**src/design/tcml_pkg.sv**
```systemverilog
`timescale 1ns / 1ps
// ----------------------------------------------------------------------------
// tcml_pkg
// Shared types, constants and helpers of the ternary classifier match list.
// ----------------------------------------------------------------------------
package tcml_pkg;

    localparam int MAX_ENTRIES   = 64;
    localparam int MAX_POSITIONS = 32;
    localparam int ENTRY_AW      = $clog2(MAX_ENTRIES);
    localparam int CNT_W         = $clog2(MAX_ENTRIES + 1);
    localparam int POS_CNT_W     = 6;
    localparam int SPEC_W        = 6;
    localparam int WORD_W        = 32;
    localparam int PADDR_W       = 3;
    localparam int PDATA_W       = 32;

    // Request command codes
    localparam logic CMD_LOAD  = 1'b0;
    localparam logic CMD_MATCH = 1'b1;

    // Register indexes (selected by paddr[2])
    localparam logic REG_POS_COUNT = 1'b0;
    localparam logic REG_CLS_COUNT = 1'b1;

    typedef enum logic [1:0] {
        KIND_LOAD  = 2'd0,
        KIND_MATCH = 2'd1,
        KIND_NONE  = 2'd2
    } t_kind;

    typedef struct packed {
        logic                command;
        logic [5:0]          entry_index;
        logic [WORD_W-1:0]   care_bits;
        logic [WORD_W-1:0]   value_bits;
        logic [WORD_W-1:0]   message_bits;
    } t_in_item;

    typedef struct packed {
        t_kind               result_kind;
        logic [5:0]          match_index;
        logic [SPEC_W-1:0]   specificity;
        logic [CNT_W-1:0]    match_total;
        logic                last;
    } t_out_item;

    typedef enum logic [2:0] {
        ST_IDLE,
        ST_LOAD,
        ST_SCAN,
        ST_FIN,
        ST_EMIT,
        ST_NONE
    } t_state;

    // Commands from the controller to the datapath
    typedef struct packed {
        logic take;
        logic load_put;
        logic scan_step;
        logic emit_start;
        logic emit_skip;
        logic emit_put;
        logic none_put;
    } t_dp_cmd;

    // Status from the datapath to the controller
    typedef struct packed {
        logic is_match;
        logic scan_done;
        logic total_zero;
        logic cur_hit;
        logic emit_last;
        logic out_free;
    } t_dp_status;

    // Mask of the compared low positions; counts above the maximum saturate
    function automatic logic [WORD_W-1:0] pos_mask(input logic [POS_CNT_W-1:0] pc);
        logic [POS_CNT_W-1:0] pc_sat;
        logic [WORD_W:0]      m;
        pc_sat = (pc > POS_CNT_W'(MAX_POSITIONS)) ? POS_CNT_W'(MAX_POSITIONS) : pc;
        m      = ({{WORD_W{1'b0}}, 1'b1} << pc_sat) - {{WORD_W{1'b0}}, 1'b1};
        return m[WORD_W-1:0];
    endfunction

    // Saturate the entry count to the table depth
    function automatic logic [CNT_W-1:0] entry_count(input logic [CNT_W-1:0] cc);
        return (cc > CNT_W'(MAX_ENTRIES)) ? CNT_W'(MAX_ENTRIES) : cc;
    endfunction

    // Count set bits of one word
    function automatic logic [SPEC_W-1:0] ones_count(input logic [WORD_W-1:0] x);
        logic [SPEC_W-1:0] n;
        n = '0;
        for (int i = 0; i < WORD_W; i++) begin
            n = n + SPEC_W'(x[i]);
        end
        return n;
    endfunction

endpackage

```
**src/design/tcml_ram.sv**
```systemverilog
`timescale 1ns / 1ps
// ----------------------------------------------------------------------------
// tcml_ram
// Generic single write port, single read port RAM with registered read data.
// ----------------------------------------------------------------------------
module tcml_ram #(
    parameter int WIDTH = 64,
    parameter int DEPTH = 64
) (
    input  logic                     i_clk,
    input  logic                     i_we,
    input  logic [$clog2(DEPTH)-1:0] i_waddr,
    input  logic [WIDTH-1:0]         i_wdata,
    input  logic [$clog2(DEPTH)-1:0] i_raddr,
    output logic [WIDTH-1:0]         o_rdata
);

    logic [WIDTH-1:0] r_mem [DEPTH];
    logic [WIDTH-1:0] r_rdata;

    // Write one word, read one word a cycle
    always_ff @(posedge i_clk) begin
        if (i_we) begin
            r_mem[i_waddr] <= i_wdata;
        end
        r_rdata <= r_mem[i_raddr];
    end

    assign o_rdata = r_rdata;

endmodule

```
**src/design/tcml_dp.sv**
```systemverilog
`timescale 1ns / 1ps
// ----------------------------------------------------------------------------
// tcml_dp
// Datapath: condition table, entry scan and compare, match flags, result
// counters and the output register.
// ----------------------------------------------------------------------------
module tcml_dp (
    input  logic                          i_clk,
    input  logic                          i_rst_n,
    input  tcml_pkg::t_dp_cmd             i_cmd,
    output tcml_pkg::t_dp_status          o_status,
    input  tcml_pkg::t_in_item            i_in_data,
    input  logic [tcml_pkg::POS_CNT_W-1:0] i_pos_count,
    input  logic [tcml_pkg::CNT_W-1:0]    i_cls_count,
    output logic                          o_out_valid,
    input  logic                          i_out_stall,
    output tcml_pkg::t_out_item           o_out_data
);
    import tcml_pkg::*;

    t_in_item                r_item;
    logic [WORD_W-1:0]       r_mask;
    logic [CNT_W-1:0]        r_n;
    logic [CNT_W-1:0]        r_idx;
    logic                    r_cmp_vld;
    logic [ENTRY_AW-1:0]     r_cmp_idx;
    logic [MAX_ENTRIES-1:0]  r_flags;
    logic [CNT_W-1:0]        r_total;
    logic [CNT_W-1:0]        r_sent;
    logic                    r_out_vld;
    t_out_item               r_out;

    logic [2*WORD_W-1:0]     rd_word;
    logic [WORD_W-1:0]       rd_care;
    logic [WORD_W-1:0]       rd_value;
    logic                    entry_hit;
    logic                    out_free;
    logic                    scan_done;

    // Condition table: care mask in the upper half, value in the lower half
    tcml_ram #(
        .WIDTH (2 * WORD_W),
        .DEPTH (MAX_ENTRIES)
    ) u_table (
        .i_clk   (i_clk),
        .i_we    (i_cmd.load_put),
        .i_waddr (r_item.entry_index[ENTRY_AW-1:0]),
        .i_wdata ({r_item.care_bits, r_item.value_bits}),
        .i_raddr (r_idx[ENTRY_AW-1:0]),
        .o_rdata (rd_word)
    );

    assign rd_care   = rd_word[2*WORD_W-1:WORD_W];
    assign rd_value  = rd_word[WORD_W-1:0];
    assign entry_hit = (((rd_value ^ r_item.message_bits) & rd_care & r_mask) == '0);
    assign out_free  = !r_out_vld || !i_out_stall;
    assign scan_done = (r_idx >= r_n);

    // Status towards the controller
    always_comb begin
        o_status.is_match   = (i_in_data.command == CMD_MATCH);
        o_status.scan_done  = scan_done;
        o_status.total_zero = (r_total == '0);
        o_status.cur_hit    = r_flags[r_idx[ENTRY_AW-1:0]];
        o_status.emit_last  = ((r_sent + CNT_W'(1)) == r_total);
        o_status.out_free   = out_free;
    end

    // Latch the request and its view of the configuration
    always_ff @(posedge i_clk) begin
        if (i_cmd.take) begin
            r_item <= i_in_data;
            r_mask <= pos_mask(i_pos_count);
            r_n    <= entry_count(i_cls_count);
        end
    end

    // Advance the scan and emit index, track compares in flight
    always_ff @(posedge i_clk) begin
        if (!i_rst_n) begin
            r_idx     <= '0;
            r_cmp_vld <= 1'b0;
            r_cmp_idx <= '0;
            r_sent    <= '0;
        end else begin
            if (i_cmd.take || i_cmd.emit_start) begin
                r_idx     <= '0;
                r_sent    <= '0;
                r_cmp_vld <= 1'b0;
            end else if (i_cmd.scan_step) begin
                r_cmp_vld <= !scan_done;
                r_cmp_idx <= r_idx[ENTRY_AW-1:0];
                if (!scan_done) begin
                    r_idx <= r_idx + CNT_W'(1);
                end
            end else if (i_cmd.emit_skip) begin
                r_idx <= r_idx + CNT_W'(1);
            end else if (i_cmd.emit_put) begin
                r_idx  <= r_idx + CNT_W'(1);
                r_sent <= r_sent + CNT_W'(1);
            end
        end
    end

    // Update the match flag of the compared entry and count the hits
    always_ff @(posedge i_clk) begin
        if (!i_rst_n) begin
            r_flags <= '0;
            r_total <= '0;
        end else begin
            if (i_cmd.take) begin
                r_total <= '0;
            end else if (r_cmp_vld) begin
                r_flags[r_cmp_idx] <= entry_hit;
                if (entry_hit) begin
                    r_total <= r_total + CNT_W'(1);
                end
            end
        end
    end

    // Output register: load a new result or drop the taken one
    always_ff @(posedge i_clk) begin
        if (!i_rst_n) begin
            r_out_vld <= 1'b0;
        end else if (i_cmd.load_put || i_cmd.emit_put || i_cmd.none_put) begin
            r_out_vld <= 1'b1;
        end else if (!i_out_stall) begin
            r_out_vld <= 1'b0;
        end
    end

    always_ff @(posedge i_clk) begin
        if (i_cmd.load_put) begin
            r_out.result_kind <= KIND_LOAD;
            r_out.match_index <= r_item.entry_index;
            r_out.specificity <= ones_count(r_item.care_bits & r_mask);
            r_out.match_total <= '0;
            r_out.last        <= 1'b1;
        end else if (i_cmd.emit_put) begin
            r_out.result_kind <= KIND_MATCH;
            r_out.match_index <= r_idx[ENTRY_AW-1:0];
            r_out.specificity <= '0;
            r_out.match_total <= r_total;
            r_out.last        <= ((r_sent + CNT_W'(1)) == r_total);
        end else if (i_cmd.none_put) begin
            r_out.result_kind <= KIND_NONE;
            r_out.match_index <= '0;
            r_out.specificity <= '0;
            r_out.match_total <= '0;
            r_out.last        <= 1'b1;
        end
    end

    assign o_out_valid = r_out_vld;
    assign o_out_data  = r_out;

endmodule

```
**src/design/tcml_ctrl.sv**
```systemverilog
`timescale 1ns / 1ps
// ----------------------------------------------------------------------------
// tcml_ctrl
// Controller: sequences load, scan, hit emission and the no-match result.
// ----------------------------------------------------------------------------
module tcml_ctrl (
    input  logic                  i_clk,
    input  logic                  i_rst_n,
    input  logic                  i_in_valid,
    output logic                  o_in_stall,
    input  tcml_pkg::t_dp_status  i_status,
    output tcml_pkg::t_dp_cmd     o_cmd
);
    import tcml_pkg::*;

    t_state r_state;
    t_state n_state;

    // State register
    always_ff @(posedge i_clk) begin
        if (!i_rst_n) begin
            r_state <= ST_IDLE;
        end else begin
            r_state <= n_state;
        end
    end

    // Next state
    always_comb begin
        n_state = r_state;
        case (r_state)
            ST_IDLE: begin
                if (i_in_valid) begin
                    n_state = i_status.is_match ? ST_SCAN : ST_LOAD;
                end
            end
            ST_LOAD: begin
                if (i_status.out_free) begin
                    n_state = ST_IDLE;
                end
            end
            ST_SCAN: begin
                if (i_status.scan_done) begin
                    n_state = ST_FIN;
                end
            end
            ST_FIN: begin
                n_state = i_status.total_zero ? ST_NONE : ST_EMIT;
            end
            ST_EMIT: begin
                if (i_status.cur_hit && i_status.out_free && i_status.emit_last) begin
                    n_state = ST_IDLE;
                end
            end
            ST_NONE: begin
                if (i_status.out_free) begin
                    n_state = ST_IDLE;
                end
            end
            default: begin
                n_state = ST_IDLE;
            end
        endcase
    end

    // Datapath commands
    always_comb begin
        o_cmd      = '0;
        o_in_stall = 1'b1;
        case (r_state)
            ST_IDLE: begin
                o_in_stall = 1'b0;
                o_cmd.take = i_in_valid;
            end
            ST_LOAD: begin
                o_cmd.load_put = i_status.out_free;
            end
            ST_SCAN: begin
                o_cmd.scan_step = 1'b1;
            end
            ST_FIN: begin
                o_cmd.emit_start = 1'b1;
            end
            ST_EMIT: begin
                o_cmd.emit_skip = !i_status.cur_hit;
                o_cmd.emit_put  = i_status.cur_hit && i_status.out_free;
            end
            ST_NONE: begin
                o_cmd.none_put = i_status.out_free;
            end
            default: begin
                o_cmd = '0;
            end
        endcase
    end

endmodule

```
**src/design/ternary_classifier_match_list.sv**
```systemverilog
`timescale 1ns / 1ps
// ----------------------------------------------------------------------------
// ternary_classifier_match_list
// Ternary condition table: loads entries, matches a message against the
// active entries and lists the matching indices in ascending order.
// ----------------------------------------------------------------------------
//  channel   handshake                  payload
//  request   i_in_valid / o_in_stall    i_in_data  (t_in_item)
//  result    o_out_valid / i_out_stall  o_out_data (t_out_item)
//  config    psel penable pwrite pready paddr pwdata prdata
//
//  A load writes its entry and its result together. A match scans n active
//  entries (one table read a cycle through the single RAM read port), then
//  lists the matching indices in ascending order, or one no-match result.
//  Synchronous active-low reset; match flags clear, the table is undefined.
//  Requests are stalled until the previous request has placed its last
//  result; a stalled result holds in the output register.
// ----------------------------------------------------------------------------
module ternary_classifier_match_list (
    input  logic                          i_clk,
    input  logic                          i_rst_n,
    input  logic                          i_in_valid,
    output logic                          o_in_stall,
    input  tcml_pkg::t_in_item            i_in_data,
    output logic                          o_out_valid,
    input  logic                          i_out_stall,
    output tcml_pkg::t_out_item           o_out_data,
    input  logic                          psel,
    input  logic                          penable,
    input  logic                          pwrite,
    input  logic [tcml_pkg::PADDR_W-1:0]  paddr,
    input  logic [tcml_pkg::PDATA_W-1:0]  pwdata,
    output logic [tcml_pkg::PDATA_W-1:0]  prdata,
    output logic                          pready
);
    import tcml_pkg::*;

    logic [POS_CNT_W-1:0] r_pos_count;
    logic [CNT_W-1:0]     r_cls_count;
    logic                 cfg_wr;
    logic                 reg_sel;
    t_dp_cmd              dp_cmd;
    t_dp_status           dp_status;

    assign pready  = 1'b1;
    assign cfg_wr  = psel && penable && pwrite && pready;
    assign reg_sel = paddr[2];

    // Write the configuration registers
    always_ff @(posedge i_clk) begin
        if (!i_rst_n) begin
            r_pos_count <= POS_CNT_W'(MAX_POSITIONS);
            r_cls_count <= '0;
        end else if (cfg_wr) begin
            case (reg_sel)
                REG_POS_COUNT: r_pos_count <= pwdata[POS_CNT_W-1:0];
                REG_CLS_COUNT: r_cls_count <= pwdata[CNT_W-1:0];
                default: begin
                    r_pos_count <= r_pos_count;
                end
            endcase
        end
    end

    // Read back the selected register
    always_comb begin
        case (reg_sel)
            REG_POS_COUNT: prdata = PDATA_W'(r_pos_count);
            REG_CLS_COUNT: prdata = PDATA_W'(r_cls_count);
            default:       prdata = '0;
        endcase
    end

    tcml_ctrl u_ctrl (
        .i_clk      (i_clk),
        .i_rst_n    (i_rst_n),
        .i_in_valid (i_in_valid),
        .o_in_stall (o_in_stall),
        .i_status   (dp_status),
        .o_cmd      (dp_cmd)
    );

    tcml_dp u_dp (
        .i_clk       (i_clk),
        .i_rst_n     (i_rst_n),
        .i_cmd       (dp_cmd),
        .o_status    (dp_status),
        .i_in_data   (i_in_data),
        .i_pos_count (r_pos_count),
        .i_cls_count (r_cls_count),
        .o_out_valid (o_out_valid),
        .i_out_stall (i_out_stall),
        .o_out_data  (o_out_data)
    );

endmodule

```
**config.mk**
```make
export PLATFORM = sky130hd
export DESIGN_NAME = ternary_classifier_match_list
export DESIGN_NICKNAME = d
export VERILOG_FILES = /design/src/design/tcml_pkg.sv /design/src/design/tcml_ram.sv /design/src/design/tcml_dp.sv /design/src/design/tcml_ctrl.sv /design/src/design/ternary_classifier_match_list.sv
export SDC_FILE = /design/constraint.sdc
export NUM_CORES = 2
export LEC_CHECK = 0
export BUFFER_PORTS_ARGS = -buffer_cell sky130_fd_sc_hd__buf_2
export CORE_UTILIZATION = 45
export CTS_CLUSTER_SIZE = 16
export DETAILED_ROUTE_END_ITERATION = 8
export GPL_TIMING_DRIVEN = 1
export PLACE_DENSITY = 0.64
export SYNTH_ARGS = -nofsm -noshare
export SYNTH_HDL_FRONTEND = slang
export SYNTH_HIERARCHICAL = 1
export SYNTH_SLANG_ARGS = --single-unit
```
**constraint.sdc**
```tcl
create_clock -name i_clk -period 7.45 [get_ports i_clk]
set_input_delay 0.3725 -clock i_clk [delete_from_list [all_inputs] [get_ports i_clk]]
set_output_delay 0.3725 -clock i_clk [all_outputs]
set_load 0.02 [all_outputs]
```
==> results.toml <==
[cells_and_area]
design_area_mm2 = 0.1932
fin_util = 0.5145
syn_to_final_growth_pct = 13.78
fin_cells = 13759
nFillCells = 28992
multi_input_area_mm2 = 0.03667
layout.area.seq_mm2 = 0.1313
drive_above_1_share = 0.2556
nNetsFinal = 8555

[yosys]
synthCells = 7844
synth_cell_types = 82
async_flop_share = 0
yosys-top-cells-area = "edfxtp_1 (75%), mux4_2 (14%), dfxtp_1 (2.2%), mux2i_1 (1.1%), a22oi_1 (0.75%)"
netlist.area_leader.share = 0.7513
synth_ff_type = "edfxtp_1"
ys_seq_elements = 4432
syn_avg_cell_area_um2 = 21.65
yosys_warnings = 6
yosys.area.top_type = "edfxtp_1"
ys_seq_area_frac = 0.7729
yosysMostFrequentCell = "edfxtp_1"
ys_top_cells_by_count = "edfxtp_1 (4249), mux4_2 (1040), nand2_1 (257)"
synth_edf_count = 4249
netlist_area_mm2 = 0.1698

[sta]
final_max_slew_viol_count = 20
max_freq_mhz = 171.0
whs_ps = 81.89
setup_viol = 0
setup-tns-final_ps = 0
period_share = 0.7850
rsz0062_at_grt = "no"
min_period_ps = 5848
setup_slack_ps = 1602
worst-slew-pin-transition_ps = 1502
hold_viol = 0
slew_headroom = -0.003687
finalClockSkew_ps = 68.71

[global_routing]
grt_pass1_wl_um = 668800
overflow = 0
grt_start_max_net_pins = 132
grt_antenna_before_repair = 20
grt_use_total = 0.2513
grt_pass1_vias = 85618

[placement]
dp.cells = 12804
dpl-instance-area_mm2 = 0.1777
portBuffers = 148
gp_congestion = 0.8765
hpwl_um = 258600
detailedPlace.worstSlack_ps = 1593

[floorplan]
die_h_um = 616.3
die_w_um = 616.3
design.portCount = 202
coreArea_mm2 = 0.3755
rows = 225
initial_utilization = 0.4522
die-area_mm2 = 0.3798

[run]
maxCapViolCount = 1

[clock_network]
clkLatencyLatePin_ps = 980
cts-buffers-inserted = 436
cts_htree_levels = 5
cts_tree = "done"
clockBufferDepth = 4
path_clk_slew_ps = 60
cts_root_buf = "clkbuf_16"
cts.sinks = 4432

[setup_path]
reg2reg_depth = 17
r2r-start = "u_dp/r_item[81]$_DFFE_PP_"
crit_arrival_ps = 6590
cp_max_fo = 65
startpoint_type = "flip-flop"
cp_data_required_time_ps = 8190
worst-setup-path-type = "flip-flop to flip-flop"
crit_path_end_kind = "flip-flop"
r2r_slack_ps = 1600
r2r_end = "u_dp/o_out_data[12]$_SDFFCE_PN0P_"

[power]
irDropWorstVdd_mv = 0.4137
p_leak_nw = 58.65
power_density_mw_per_mm2 = 287.5
finalPower_mw = 55.56

[routing]
num_vias = 86531
wirelength_um = 484100
avgViaCountPerCell = 6.289
initialDrtViolationCount = 12326
drc = 0
wire_per_inst_um = 35.19
ant_nets = 0
drt-pass1-iter-count = 6

[hold_path]
worstHoldStart = "psel"
whs_endpoint = "r_cls_count[2]$_SDFFE_PN0P_"
hold_depth = 3
holdCritPathClass = "input pin to flip-flop"

[outcome]
status = "finished with violations"
violations = "capacitance limit, slew limit"
-- layer usage --
layer,GRT usage,wire length [µm]
met1,0.3466,182100
met2,0.3945,226400
met3,0.05006,52350
met4,0.1033,23260
met5,0,22
-- worst max-delay path, cell delays in order, from the launching register on --
cell and delay (ps):
edfxtp_1 320, buf_4 490, nand2_1 240, fa_1 550, fa_1 560, inv_1 60, fa_1 500, inv_1 60
fa_1 480, fa_1 540, inv_1 50, fa_1 490, ha_1 240, fa_1 400, a21o_1 190, a21oi_1 170
xnor2_1 80, and2_1 150
-- sequential cells by signal, summed over array words and instances (netlist names), 22 cells and up --
register              count
u_dp/o_out_data          22
u_dp/r_flags             64
u_dp/r_item             102
u_dp/r_mask              32
u_dp/u_table/o_rdata     64
u_dp/u_table/r_mem     4096
-- kinds of logic after synthesis --
kind of cell / count (synthesis) / synth area share
flip-flops: 4432 / 0.7729
multiplexers: 1238 / 0.1500
AND/OR/NAND/NOR: 847 / 0.02491
AO/OA/AOI/OAI: 684 / 0.02970
buffers and inverters: 541 / 0.01524
XOR/XNOR: 57 / 0.002940
adder cells (fa/ha/maj): 43 / 0.004229
other: 2 / 0.00004422
-- worst max-delay path by stage --
stage	from	endpoint	slack, ps	depth (start not counted)
CTS	u_dp/r_item[81]$_DFFE_PP_	u_dp/o_out_data[12]$_SDFFCE_PN0P_	1580	17
floorplan	u_dp/o_out_valid$_SDFFE_PN0P_	u_dp/u_table/r_mem[48][0]$_DFFE_PP_	1470	5
finish	u_dp/r_item[81]$_DFFE_PP_	u_dp/o_out_data[12]$_SDFFCE_PN0P_	1600	17
global route	u_dp/r_item[81]$_DFFE_PP_	u_dp/o_out_data[12]$_SDFFCE_PN0P_	1330	17
global placement	u_dp/r_item[81]$_DFFE_PP_	u_dp/o_out_data[12]$_SDFFCE_PN0P_	1480	17
detailed placement	u_dp/r_item[81]$_DFFE_PP_	u_dp/o_out_data[12]$_SDFFCE_PN0P_	1590	17
-- layout make-up --
class / count / share of cell area
Sequential cell: 4432 / 0.6794
Multi-Input combinational cell: 2895 / 0.1898
Clock buffer: 583 / 0.06142
Tap cell: 4994 / 0.03234
Timing Repair Buffer: 532 / 0.02321
Clock inverter: 237 / 0.01230
Inverter: 70 / 0.001360
Antenna cell: 16 / 0.0002072
-- power breakdown --
part,total (mW),internal (mW),switching [mW]
registers,28.5,28.2,0.271
logic,5.17,2.06,3.11
clock network,21.9,12.4,9.48
-- cell usage in the layout (no fill, tap or decap), types with 66 or more instances in the layout --
master,n
nand2_1,254
buf_2,148
clkinv_1,68
nand3_1,94
nor2b_1,80
a22oi_1,170
clkbuf_1,111
nor2_1,95
dlygate4sd3_1,119
nor2_4,66
clkbuf_16,440
mux4_2,1040
edfxtp_1,4249
clkinv_2,90
o22ai_1,99
and3_1,76
mux2i_1,187
buf_4,220
inv_1,69
a22o_1,90
dfxtp_1,178
-- what timing repair did --
action / CTS / global route
hold buffers: 119 / 0
endpoints found under the hold margin: 121 / 0
gates resized for setup: 0 / 0
buffers inserted: 0 / 0
(Power assumes the default switching activity.)
